[src/design/lobg_pkg.sv]
// Shared constants and controller/datapath interface types for the bar-graph AGC meter.
`default_nettype none

package lobg_pkg;

    // Bar-graph geometry.
    localparam int SEGMENTS    = 9;
    localparam int FULL_BRIGHT = 255;
    localparam int BRIGHT_W    = 8;

    // Scale of the full bar: level * SCALE spans all segments at the ceiling.
    localparam int SCALE     = SEGMENTS * FULL_BRIGHT;
    localparam int SCALE_W   = $clog2(SCALE + 1);

    // Field widths.
    localparam int LEVEL_W   = 16;
    localparam int ATTACK_W  = 17;
    localparam int DECAY_W   = 16;
    localparam int FLOOR_W   = 16;
    localparam int FRAC_W    = 16;
    localparam int CEIL_W    = 32;
    localparam int CFG_IDX_W = 2;
    localparam int CFG_DAT_W = 17;

    // Numerator level * SCALE and the divider that splits it by the ceiling.
    localparam int NUM_W     = LEVEL_W + SCALE_W;
    localparam int DIV_STEPS = NUM_W;
    localparam int CNT_W     = $clog2(DIV_STEPS);

    // Configuration register indexes.
    localparam logic [CFG_IDX_W-1:0] CFG_ATTACK = 2'd0;
    localparam logic [CFG_IDX_W-1:0] CFG_DECAY  = 2'd1;
    localparam logic [CFG_IDX_W-1:0] CFG_FLOOR  = 2'd2;

    // Reset values.
    localparam logic [ATTACK_W-1:0] ATTACK_RST = 17'd78643;
    localparam logic [DECAY_W-1:0]  DECAY_RST  = 16'd65208;
    localparam logic [FLOOR_W-1:0]  FLOOR_RST  = 16'd500;
    localparam logic [CEIL_W-1:0]   CEIL_RST   = 32'd1000 << FRAC_W;

    // Commands from the controller to the datapath.
    typedef struct packed {
        logic load_in;
        logic update;
        logic div_step;
        logic load_out;
    } t_dp_cmd;

    // Status from the datapath to the controller.
    typedef struct packed {
        logic out_free;
    } t_dp_stat;

endpackage

`default_nettype wire

[src/design/lobg_ctrl.sv]
// Controller state machine that sequences the ceiling update, the divider and the result load.
`default_nettype none

module lobg_ctrl (
    input  wire logic               i_clk,
    input  wire logic               i_rst_n,
    input  wire logic               i_in_valid,
    output logic                    o_in_ready,
    input  wire lobg_pkg::t_dp_stat i_stat,
    output lobg_pkg::t_dp_cmd       o_cmd
);

    localparam logic [1:0] S_IDLE = 2'd0;
    localparam logic [1:0] S_UPD  = 2'd1;
    localparam logic [1:0] S_DIV  = 2'd2;
    localparam logic [1:0] S_OUT  = 2'd3;

    localparam logic [lobg_pkg::CNT_W-1:0] LAST_STEP =
        lobg_pkg::CNT_W'(lobg_pkg::DIV_STEPS - 1);

    logic [1:0]                 r_state, n_state;
    logic [lobg_pkg::CNT_W-1:0] r_cnt, n_cnt;

    assign o_in_ready = (r_state == S_IDLE);

    // Next state and commands.
    always_comb begin
        n_state = r_state;
        n_cnt   = r_cnt;
        o_cmd   = '0;
        case (r_state)
            S_IDLE: begin
                if (i_in_valid) begin
                    o_cmd.load_in = 1'b1;
                    n_state       = S_UPD;
                end
            end
            S_UPD: begin
                o_cmd.update = 1'b1;
                n_cnt        = '0;
                n_state      = S_DIV;
            end
            S_DIV: begin
                o_cmd.div_step = 1'b1;
                n_cnt          = r_cnt + 1'b1;
                if (r_cnt == LAST_STEP) begin
                    n_state = S_OUT;
                end
            end
            S_OUT: begin
                // Hold the finished quotient until the output register is free.
                if (i_stat.out_free) begin
                    o_cmd.load_out = 1'b1;
                    n_state        = S_IDLE;
                end
            end
            default: begin
                n_state = S_IDLE;
            end
        endcase
    end

    // State registers.
    always_ff @(posedge i_clk) begin
        if (!i_rst_n) begin
            r_state <= S_IDLE;
            r_cnt   <= '0;
        end else begin
            r_state <= n_state;
            r_cnt   <= n_cnt;
        end
    end

    // The step counter never runs past the last divider step.
    a_cnt_bound: assert property (@(posedge i_clk) disable iff (!i_rst_n)
        (r_state == S_DIV) |-> (r_cnt <= LAST_STEP))
        else $error("divider step counter out of range");

    // An accepted beat always starts the ceiling update next.
    a_accept_update: assert property (@(posedge i_clk) disable iff (!i_rst_n)
        o_cmd.load_in |=> (r_state == S_UPD))
        else $error("accepted beat did not start an update");

endmodule

`default_nettype wire

[src/design/lobg_dp.sv]
// Datapath: configuration registers, tracked ceiling, serial divider and result register.
`default_nettype none

module lobg_dp (
    input  wire logic                                 i_clk,
    input  wire logic                                 i_rst_n,
    input  wire lobg_pkg::t_dp_cmd                    i_cmd,
    output lobg_pkg::t_dp_stat                        o_stat,
    input  wire logic                                 i_cfg_we,
    input  wire logic [lobg_pkg::CFG_IDX_W-1:0]       i_cfg_index,
    input  wire logic [lobg_pkg::CFG_DAT_W-1:0]       i_cfg_data,
    input  wire logic [lobg_pkg::LEVEL_W-1:0]         i_level,
    input  wire logic                                 i_out_ready,
    output logic                                      o_out_valid,
    output logic [lobg_pkg::SEGMENTS-1:0][lobg_pkg::BRIGHT_W-1:0] o_seg,
    output logic [lobg_pkg::FLOOR_W-1:0]              o_ceiling_whole
);

    localparam int LW = lobg_pkg::LEVEL_W;
    localparam int CW = lobg_pkg::CEIL_W;
    localparam int FW = lobg_pkg::FRAC_W;
    localparam int NW = lobg_pkg::NUM_W;
    localparam int SW = lobg_pkg::SCALE_W;
    localparam int BW = lobg_pkg::BRIGHT_W;

    localparam logic [SW-1:0] SCALE_K = SW'(lobg_pkg::SCALE);
    localparam logic [SW-1:0] FULL_K  = SW'(lobg_pkg::FULL_BRIGHT);

    logic [lobg_pkg::ATTACK_W-1:0] r_attack;
    logic [lobg_pkg::DECAY_W-1:0]  r_decay;
    logic [lobg_pkg::FLOOR_W-1:0]  r_floor;
    logic [CW-1:0]                 r_ceil;
    logic [LW-1:0]                 r_level;
    logic [CW-1:0]                 r_rem;
    logic [NW-1:0]                 r_dq;
    logic                          r_out_valid;
    logic [lobg_pkg::SEGMENTS-1:0][BW-1:0] r_seg;
    logic [lobg_pkg::FLOOR_W-1:0]  r_cw;

    logic [CW-1:0]                 n_ceil;
    logic [CW:0]                   attack_prod;
    logic [CW+lobg_pkg::DECAY_W-1:0] decay_prod;
    logic [lobg_pkg::FLOOR_W-1:0]  floor_eff;
    logic [CW-1:0]                 floor_q;
    logic [CW-1:0]                 pre_floor;
    logic [NW-1:0]                 num;
    logic [CW:0]                   div_trial;
    logic                          div_fit;
    logic [SW-1:0]                 sval;
    logic [lobg_pkg::SEGMENTS-1:0][BW-1:0] n_seg;

    // Configuration writes; an unused index is dropped.
    always_ff @(posedge i_clk) begin
        if (!i_rst_n) begin
            r_attack <= lobg_pkg::ATTACK_RST;
            r_decay  <= lobg_pkg::DECAY_RST;
            r_floor  <= lobg_pkg::FLOOR_RST;
        end else if (i_cfg_we) begin
            case (i_cfg_index)
                lobg_pkg::CFG_ATTACK: r_attack <= i_cfg_data;
                lobg_pkg::CFG_DECAY:  r_decay  <= i_cfg_data[lobg_pkg::DECAY_W-1:0];
                lobg_pkg::CFG_FLOOR:  r_floor  <= i_cfg_data[lobg_pkg::FLOOR_W-1:0];
                default: ;
            endcase
        end
    end

    // Ceiling update: attack above the ceiling, decay otherwise, then floor.
    always_comb begin
        attack_prod = (CW+1)'(r_level * r_attack);
        decay_prod  = r_ceil * r_decay;
        floor_eff   = (r_floor == '0) ? lobg_pkg::FLOOR_W'(1) : r_floor;
        floor_q     = {floor_eff, {FW{1'b0}}};
        if ({r_level, {FW{1'b0}}} > r_ceil) begin
            pre_floor = attack_prod[CW] ? {CW{1'b1}} : attack_prod[CW-1:0];
        end else begin
            pre_floor = decay_prod[CW+lobg_pkg::DECAY_W-1:lobg_pkg::DECAY_W];
        end
        n_ceil = (pre_floor < floor_q) ? floor_q : pre_floor;
        num    = NW'(r_level * SCALE_K);
    end

    // One restoring divider step: shift in the next dividend bit, subtract if it fits.
    always_comb begin
        div_trial = {r_rem, r_dq[NW-1]};
        div_fit   = (div_trial >= {1'b0, r_ceil});
    end

    // Level, ceiling and divider registers.
    always_ff @(posedge i_clk) begin
        if (!i_rst_n) begin
            r_ceil <= lobg_pkg::CEIL_RST;
        end else if (i_cmd.update) begin
            r_ceil <= n_ceil;
        end
    end

    always_ff @(posedge i_clk) begin
        if (i_cmd.load_in) begin
            r_level <= i_level;
        end
        if (i_cmd.update) begin
            // The top bits of (num << FRAC_W) are always below the ceiling.
            r_rem <= {{(CW-FW){1'b0}}, num[NW-1:NW-FW]};
            r_dq  <= {num[NW-FW-1:0], {FW{1'b0}}};
        end else if (i_cmd.div_step) begin
            r_rem <= div_fit ? CW'(div_trial - {1'b0, r_ceil}) : div_trial[CW-1:0];
            r_dq  <= {r_dq[NW-2:0], div_fit};
        end
    end

    // Brightness per segment from the clamped quotient.
    always_comb begin
        logic [SW-1:0] base;
        logic [SW-1:0] diff;
        sval = (r_dq > NW'({SW{1'b1}})) ? {SW{1'b1}} : r_dq[SW-1:0];
        for (int i = 0; i < lobg_pkg::SEGMENTS; i++) begin
            base = SW'(i * lobg_pkg::FULL_BRIGHT);
            diff = sval - base;
            if (sval <= base) begin
                n_seg[i] = '0;
            end else if (diff > FULL_K) begin
                n_seg[i] = {BW{1'b1}};
            end else begin
                n_seg[i] = diff[BW-1:0];
            end
        end
    end

    // Result register; a beat waits here while the next item is taken in.
    always_ff @(posedge i_clk) begin
        if (!i_rst_n) begin
            r_out_valid <= 1'b0;
        end else if (i_cmd.load_out) begin
            r_out_valid <= 1'b1;
        end else if (i_out_ready) begin
            r_out_valid <= 1'b0;
        end
    end

    always_ff @(posedge i_clk) begin
        if (i_cmd.load_out) begin
            r_seg <= n_seg;
            r_cw  <= r_ceil[CW-1:FW];
        end
    end

    assign o_stat.out_free  = !r_out_valid || i_out_ready;
    assign o_out_valid      = r_out_valid;
    assign o_seg            = r_seg;
    assign o_ceiling_whole  = r_cw;

    // A new result is never loaded over one that has not been taken.
    a_no_overwrite: assert property (@(posedge i_clk) disable iff (!i_rst_n)
        i_cmd.load_out |-> (!r_out_valid || i_out_ready))
        else $error("result register overwritten");

    // A waiting result is not dropped without a beat.
    a_out_hold: assert property (@(posedge i_clk) disable iff (!i_rst_n)
        (r_out_valid && !i_out_ready) |=> r_out_valid)
        else $error("waiting result dropped");

endmodule

`default_nettype wire

[src/design/light_organ_bar_graph_agc_core.sv]
// Top level of the bar-graph level meter with peak-tracking automatic gain control.
//
//  Channel  | Direction | Handshake                  | Payload
//  ---------+-----------+----------------------------+------------------------------------
//  input    | in        | i_in_valid / o_in_ready    | i_level
//  result   | out       | o_out_valid / i_out_ready  | o_seg0..o_seg8_bright, o_ceiling_whole
//  config   | in        | i_cfg_valid / o_cfg_ready  | i_cfg_index, i_cfg_data
//
// A result passes through the ceiling update, the radix-2 restoring divider (one quotient bit
// a cycle) and the result load, which waits until the result register is free. The beat's
// own cycle captures the level; no new item is taken until the last one's result is loaded.
// Reset restores the register defaults and sets the ceiling to 1000.0; no clearing pass runs.
// The result register frees the datapath, so a stalled result delays only the next load.
`default_nettype none

module light_organ_bar_graph_agc_core (
    input  wire logic                               i_clk,
    input  wire logic                               i_rst_n,
    input  wire logic                               i_in_valid,
    output logic                                    o_in_ready,
    input  wire logic [lobg_pkg::LEVEL_W-1:0]       i_level,
    output logic                                    o_out_valid,
    input  wire logic                               i_out_ready,
    output logic [lobg_pkg::BRIGHT_W-1:0]           o_seg0_bright,
    output logic [lobg_pkg::BRIGHT_W-1:0]           o_seg1_bright,
    output logic [lobg_pkg::BRIGHT_W-1:0]           o_seg2_bright,
    output logic [lobg_pkg::BRIGHT_W-1:0]           o_seg3_bright,
    output logic [lobg_pkg::BRIGHT_W-1:0]           o_seg4_bright,
    output logic [lobg_pkg::BRIGHT_W-1:0]           o_seg5_bright,
    output logic [lobg_pkg::BRIGHT_W-1:0]           o_seg6_bright,
    output logic [lobg_pkg::BRIGHT_W-1:0]           o_seg7_bright,
    output logic [lobg_pkg::BRIGHT_W-1:0]           o_seg8_bright,
    output logic [lobg_pkg::FLOOR_W-1:0]            o_ceiling_whole,
    input  wire logic                               i_cfg_valid,
    output logic                                    o_cfg_ready,
    input  wire logic [lobg_pkg::CFG_IDX_W-1:0]     i_cfg_index,
    input  wire logic [lobg_pkg::CFG_DAT_W-1:0]     i_cfg_data
);

    lobg_pkg::t_dp_cmd  cmd;
    lobg_pkg::t_dp_stat stat;
    logic [lobg_pkg::SEGMENTS-1:0][lobg_pkg::BRIGHT_W-1:0] seg;

    // Configuration writes are taken at any time.
    assign o_cfg_ready = 1'b1;

    lobg_ctrl u_ctrl (
        .i_clk      (i_clk),
        .i_rst_n    (i_rst_n),
        .i_in_valid (i_in_valid),
        .o_in_ready (o_in_ready),
        .i_stat     (stat),
        .o_cmd      (cmd)
    );

    lobg_dp u_dp (
        .i_clk           (i_clk),
        .i_rst_n         (i_rst_n),
        .i_cmd           (cmd),
        .o_stat          (stat),
        .i_cfg_we        (i_cfg_valid),
        .i_cfg_index     (i_cfg_index),
        .i_cfg_data      (i_cfg_data),
        .i_level         (i_level),
        .i_out_ready     (i_out_ready),
        .o_out_valid     (o_out_valid),
        .o_seg           (seg),
        .o_ceiling_whole (o_ceiling_whole)
    );

    // Segment outputs, lowest first.
    assign o_seg0_bright = seg[0];
    assign o_seg1_bright = seg[1];
    assign o_seg2_bright = seg[2];
    assign o_seg3_bright = seg[3];
    assign o_seg4_bright = seg[4];
    assign o_seg5_bright = seg[5];
    assign o_seg6_bright = seg[6];
    assign o_seg7_bright = seg[7];
    assign o_seg8_bright = seg[8];

endmodule

`default_nettype wire
[config.mk]
export PLATFORM = sky130hd
export DESIGN_NAME = light_organ_bar_graph_agc_core
export DESIGN_NICKNAME = d
export VERILOG_FILES = /design/src/design/lobg_pkg.sv /design/src/design/lobg_ctrl.sv /design/src/design/lobg_dp.sv /design/src/design/light_organ_bar_graph_agc_core.sv
export SDC_FILE = /design/constraint.sdc
export NUM_CORES = 2
export LEC_CHECK = 0
export ABC_CLOCK_PERIOD_IN_PS = 12400
export BUFFER_PORTS_ARGS = -buffer_cell sky130_fd_sc_hd__buf_2
export CORE_MARGIN = 4
export CORE_UTILIZATION = 35
export CTS_BUF_LIST = sky130_fd_sc_hd__clkbuf_8 sky130_fd_sc_hd__clkbuf_16
export DETAILED_ROUTE_END_ITERATION = 12
export GPL_ROUTABILITY_DRIVEN = 0
export GPL_TIMING_DRIVEN = 1
export HOLD_SLACK_MARGIN = 0.12
export PLACE_DENSITY = 0.59
export REMOVE_ABC_BUFFERS = 1
export SLEW_MARGIN = 10
export SYNTH_ARGS = -nofsm -noshare
export SYNTH_HDL_FRONTEND = slang
export SYNTH_SLANG_ARGS = --single-unit
[constraint.sdc]
create_clock -name i_clk -period 12.4 [get_ports i_clk]
set_input_delay 1.24 -clock i_clk [delete_from_list [all_inputs] [get_ports i_clk]]
set_output_delay 1.24 -clock i_clk [all_outputs]
set_load 0.005 [all_outputs]
# Yosys cells after proc, flatten, opt, wreduce, memory -nomap -nowiden
# Cells that the tools add are included.
[op_classes]
eq_ne = 9
n_mul = 3
addsub = 10
magnitude_cmp = 22
reduce_logical = 12
muxes = 32
[ops]
columns = ["cell", "count"]
rows = [
  ["$mux 32", 4],
  ["$gt 12x8->1 const B", 9],
  ["$mux 8", 9],
  ["$mux 28", 2],
  ["$le 12x11->1 const B", 4],
  ["$mul 32x16->48", 1],
  ["$mux 16", 3],
  ["$sub 12x11->12 const B", 4],
  ["$ge 33x32->1", 1],
  ["$mul 16x17->33", 1],
  ["$gt 32x32->1", 1],
  ["$lt 32x32->1", 1],
  ["$sub 32x32->32", 1],
  ["$gt 28x12->1 const B", 1],
  ["$mul 16x12->28 const B", 1],
  ["$le 12x10->1 const B", 2],
  ["$sub 12x10->12 const B", 2],
  ["$logic_not 16->1", 1],
  ["$le 12x1->1 const B", 1],
  ["$le 12x8->1 const B", 1],
  ["$le 12x9->1 const B", 1],
  ["$mux 12", 1],
  ["$sub 12x8->12 const B", 1],
  ["$sub 12x9->12 const B", 1],
  ["other kinds (16)", 34],
]
[word_totals]
output_inout_bits = 91
register_bits = 253
word_cells = 110
inputBits = 40

# Logic depth before layout (Yosys ltp)
[logic_depth]
depth_word = 5
depth_mapped = 37
ltp_nobuf = 34

# Cells and area by module
# Synthesis repeated with hierarchy kept, for this count alone.
[hier_totals]
hier_cells = 4718
area_unflattened_um2 = 41974.0
[modules_own_cells]
columns = ["mod", "seq_area_each_um2", "area_per_inst_um2", "cells_per_inst", "instances"]
rows = [
  ["lobg_dp", 6246.0, 41559.9, 4672, 1],
  ["lobg_ctrl", 140.1, 402.9, 44, 1],
  ["light_organ_bar_graph_agc_core", 0.0, 11.3, 2, 1],
]

# Worst setup path before layout
# Ideal clock, no wire load.
[synth_path]
path_type = "register to register"
startpoint = "register u_dp.r_level[7]"
endpoint = "register u_dp.r_ceil[23]"
setup_ns = 0.116
arrival_ns = 8.421
path_slack_ns = 3.863
synth_period_minus_slack_ns = 8.537
stages_incl_launch_ff = 37
required_ns = 12.284
path_cell_list = "edfxtp_1 -> clkbuf_1 -> clkbuf_1 -> nand2_1 -> fa_1 -> inv_1 -> fa_1 -> fa_1 -> inv_1 -> fa_1 -> inv_1 -> fa_1 -> inv_1 -> fa_1 -> inv_1 -> ha_1 -> a21o_1 -> a21o_1 -> a221o_1 -> a2111oi_2 -> o21ai_1 -> mux2_2 -> clkbuf_1 -> buf_1 -> o22a_1 -> ha_1 -> o21ai_0 -> nand2b_1 -> a21oi_1 -> nor3_1 -> a221oi_1 -> o21ai_1 -> a311oi_1 -> o21a_1 -> buf_4 -> nand4_1 -> o211a_1"
[synth_via]
elab_chain_len = 5
elab_cells_between_ends = 6
classes_between = "mul: 1; order compare: 2; mux: 3"
[synth_rtl]
columns = ["item", "line", "rtl"]
rows = [
  ["start, declared", "lobg_dp.sv:33", "logic [LW-1:0] r_level;"],
  ["start signal, assigned", "lobg_dp.sv:100", "r_level <= i_level;"],
  ["$mul 16x17->33", "lobg_dp.sv:70", "attack_prod = (CW+1)'(r_level * r_attack);"],
  ["$mux 32", "lobg_dp.sv:75", "pre_floor = attack_prod[CW] ? {CW{1'b1}} : attack_prod[CW-1:0];"],
  ["$mux 32 *", "lobg_dp.sv:74", "if ({r_level, {FW{1'b0}}} > r_ceil) begin"],
  ["$lt 32x32->1", "lobg_dp.sv:79", "n_ceil = (pre_floor < floor_q) ? floor_q : pre_floor;"],
  ["$mux 32 *", "lobg_dp.sv:79", ""],
  ["end signal, assigned", "lobg_dp.sv:92", "r_ceil <= lobg_pkg::CEIL_RST;"],
  ["end signal, assigned", "lobg_dp.sv:94", "r_ceil <= n_ceil;"],
  ["end, declared", "lobg_dp.sv:32", "logic [CW-1:0] r_ceil;"],
]
# Mark *: on every way between the ends. The rest lies on a longest branch, timed or not.
# A chain may end at the register's enable or synchronous reset.

# Worst setup path in the final report
[layout_path]
startpoint = "register u_dp.r_ceil[12]"
endpoint = "register u_dp.r_ceil[21]"
[layout_via]
elab_chain_len = 4
elab_cells_between_ends = 5
classes_between = "mul: 1; order compare: 2; mux: 2"
[layout_rtl]
columns = ["item", "line"]
rows = [
  ["$mul 32x16->48 or $gt 32x32->1 (tied branches)", "lobg_dp.sv:71, lobg_dp.sv:74"],
  ["$mux 32 *", "lobg_dp.sv:74"],
  ["$lt 32x32->1", "lobg_dp.sv:79"],
  ["$mux 32 *", "lobg_dp.sv:79"],
]
# Marks and branches as above.

==> out/metrics.cfg <==
[die]
core_area_um2 = 120000
die_x_um = 356
dieArea_um2 = 127000
io_pins = 131
die_h_um = 356
fp-row-count = 127
initial_core_util = 0.353

[global_routing]
overflow = 0
grt_pass1_vias = 34000
grt_max_degree = 73
antenna_found_initial = 3
grt_usage = 0.192
grt_pass1_wl_um = 193000

[critical_path]
max_stage_delay_ns = 1.03
cpMaxStageDelayCell = dfxtp_1
cp_top_family = adder cells
critPathMaxFanout = 19
end_kind = register
cp.arrival_ns = 10.56
cp-start-kind = register
crit_top_cell = fa_1
critPathBufInv = 3
worstPathRequired_ns = 12.91
crit_type = register to register

[clock_network]
cts_sinks = 253
cts_buffer_depth = 3
clock_latency_ns = 0.60
clkSlewWorstSetupHoldPaths_ns = 0.07
cts.repair.resized = 0
clockRootBuffer = clkbuf_16
post_cts_buffers = 0
numCtsBuffers = 36
hold_buffers = 0
htreeDepth = 2
cts_tree = done

[final_layout]
fill_cells = 12200
layout-drive-gt1-share = 0.0656
area_growth_pct = 8.47
fin_nets = 5901

[sta]
slew_violations = 0
relSlewSlack = 0.195
rsz0062_at_grt = no
final.setup.tns_ns = 0
hold_viol = 0
fmax_mhz = 99.5
fin_crit_sh = 0.811
tightest_slew_ns = 1.21
min_period_ns = 10.05
fin_skew_ns = 0.0291
setup_viol = 0

[drt]
drc = 0
ant_nets = 0
first_pass_iters = 5
vias_per_cell = 5.06
num_vias = 32500
drtIter0Drc = 2260
routed_wl_um = 120000
routed_wire_length_per_instance_um = 18.7

[synthesis]
synth.avg_cell_area_um2 = 8.89
ys.flop_type = edfxtp_1
yosys.area.top_type = fa_1
synth_enable_flop_cells = 132
async_flop_share = 0
ys_ff_latch = 253
synth_cells = 4779
ys_warn_count = 0
syn-cell-area_um2 = 42500
synth_cell_types = 94
synth_area_leaders = fa_1 (33%), ha_1 (11%), edfxtp_1 (9.3%)
netlist.area_leader.share = 0.332
synth_seq_area_share = 0.150

[run_status]
outcome = completed

[run]
cap_violations = 0

[placed_design]
port_buffers = 129
dp_hpwl_um = 89500

[hold_path]
holdCritPathClass = register to register

==> placed cells by master, fill, tap and decap left out, types with 17 or more instances in the layout <==
cell type	instances
inv_1	920
nand2_1	713
fa_1	705
ha_1	380
and2_1	313
a21oi_1	190
nor2_1	155
edfxtp_1	132
buf_2	129
dfxtp_1	117
xnor2_1	96
o21ai_0	90
buf_4	68
nand3_1	64
a21o_1	62
xor2_1	50
mux2i_1	42
nor3_1	38
clkbuf_16	38
nand4_1	32
a211oi_1	30
o21a_1	29
a21boi_0	26
a31oi_1	23
nand2b_1	20
nor2b_1	18
and3_1	18
o21bai_1	18
o211ai_1	17
==> stage by stage <==
stage | instances | cell area (um2) | setup slack (ns) | hold slack, ns | utilization
after floorplan | 4539 | 41600 | 3.92 | 0.441 | -
after global placement | 6348 | 44800 | 2.56 | 0.442 | 0.372
after detailed placement | 6348 | 44800 | 2.51 | 0.448 | 0.372
after CTS | 6414 | 46100 | 2.45 | 0.464 | 0.383
after global routing | 6414 | 46100 | 1.91 | 0.488 | 0.383
final | 6416 | 46100 | 2.35 | 0.463 | 0.383
==> cell families after synthesis <==
logic type                 count (synthesis)  synth area share
AOI/OAI and AO/OA                        638            0.0996
xor gates and xnor gates                 146            0.0301
adders and majority gates               1087             0.445
buffers and inverters                   1159             0.103
DFF                                      253             0.150
muxes                                     53            0.0129
other                                      1         0.0000882
and+or+nand+nor                         1442             0.159
==> worst paths after layout <==
path                                 from                            to  slack, ns  cells past startpoint
max          u_dp.r_ceil[12]$_SDFFE_PN0P_  u_dp.r_ceil[21]$_SDFFE_PN1P_       2.35                     30
min           u_dp.r_ceil[6]$_SDFFE_PN0P_   u_dp.r_ceil[6]$_SDFFE_PN0P_       0.46                      2
max reg2reg  u_dp.r_ceil[12]$_SDFFE_PN0P_  u_dp.r_ceil[21]$_SDFFE_PN1P_       2.35                     30
min reg2reg   u_dp.r_ceil[6]$_SDFFE_PN0P_   u_dp.r_ceil[6]$_SDFFE_PN0P_       0.46                      2
==> state kept, by name (all words and copies together) (netlist names) <==
signal / count
u_dp.o_ceiling_whole: 16
u_dp.o_out_valid: 1
u_dp.r_floor: 16
u_dp.r_level: 16
u_dp.o_seg: 72
u_dp.r_dq: 28
u_dp.r_decay: 16
u_ctrl.r_cnt: 5
u_dp.r_rem: 32
u_ctrl.r_state: 2
u_dp.r_ceil: 32
u_dp.r_attack: 17
==> synth_stat cells (all sizes together), types with 18 or more instances <==
library cell and number:
and2 313, xor2 50, fa 705, a211oi 31, nand3 64, edfxtp 132, nand2b 20, a21o 62
nand2 714, xnor2 96, dfxtp 121, ha 382, o21ai 102, nand4 32, a21boi 27, o21a 29
nor2b 19, nor3 38, a21oi 190, mux2i 42, and3 18, inv 917, o21bai 18, clkbuf 223
nor2 156, a31oi 23
==> metal layers <==
layer  global-route usage  vias to the layer above  share of wire  routed length, um
met4               0.0597                        0          0.032               3810
met1                0.268                    16300           0.45              54000
li1                     -                    15000              -                  -
met3               0.0289                      188          0.066               7870
met2                0.307                     1015           0.45              54400
met5                    0                        -              0                  0
==> cell type report <==
type                       count  area, um2  share of cell area
multi-input combinational   3367      31800               0.689
sequential                   253       6390               0.139
inverter                     919       3450              0.0748
tap                         1612       2020              0.0438
timing repair buffer         197       1160              0.0251
clock buffer                  41        992              0.0215
clock inverter                25        317             0.00687
antenna                        2       5.00            0.000109
==> worst reg2reg max path: cells and delay by family (launching register included) <==
family / cells / cell delay (ns)
DFF: 1 / 1.03
xor gates and xnor gates: 1 / 0.33
AOI/OAI and AO/OA: 13 / 3.59
buffers and inverters: 3 / 0.16
and+or+nand+nor: 5 / 1.08
adders and majority gates: 8 / 3.76
Power is not shown: default switching activity piles up to over one toggle a cycle in this logic, so the estimate is an artifact.
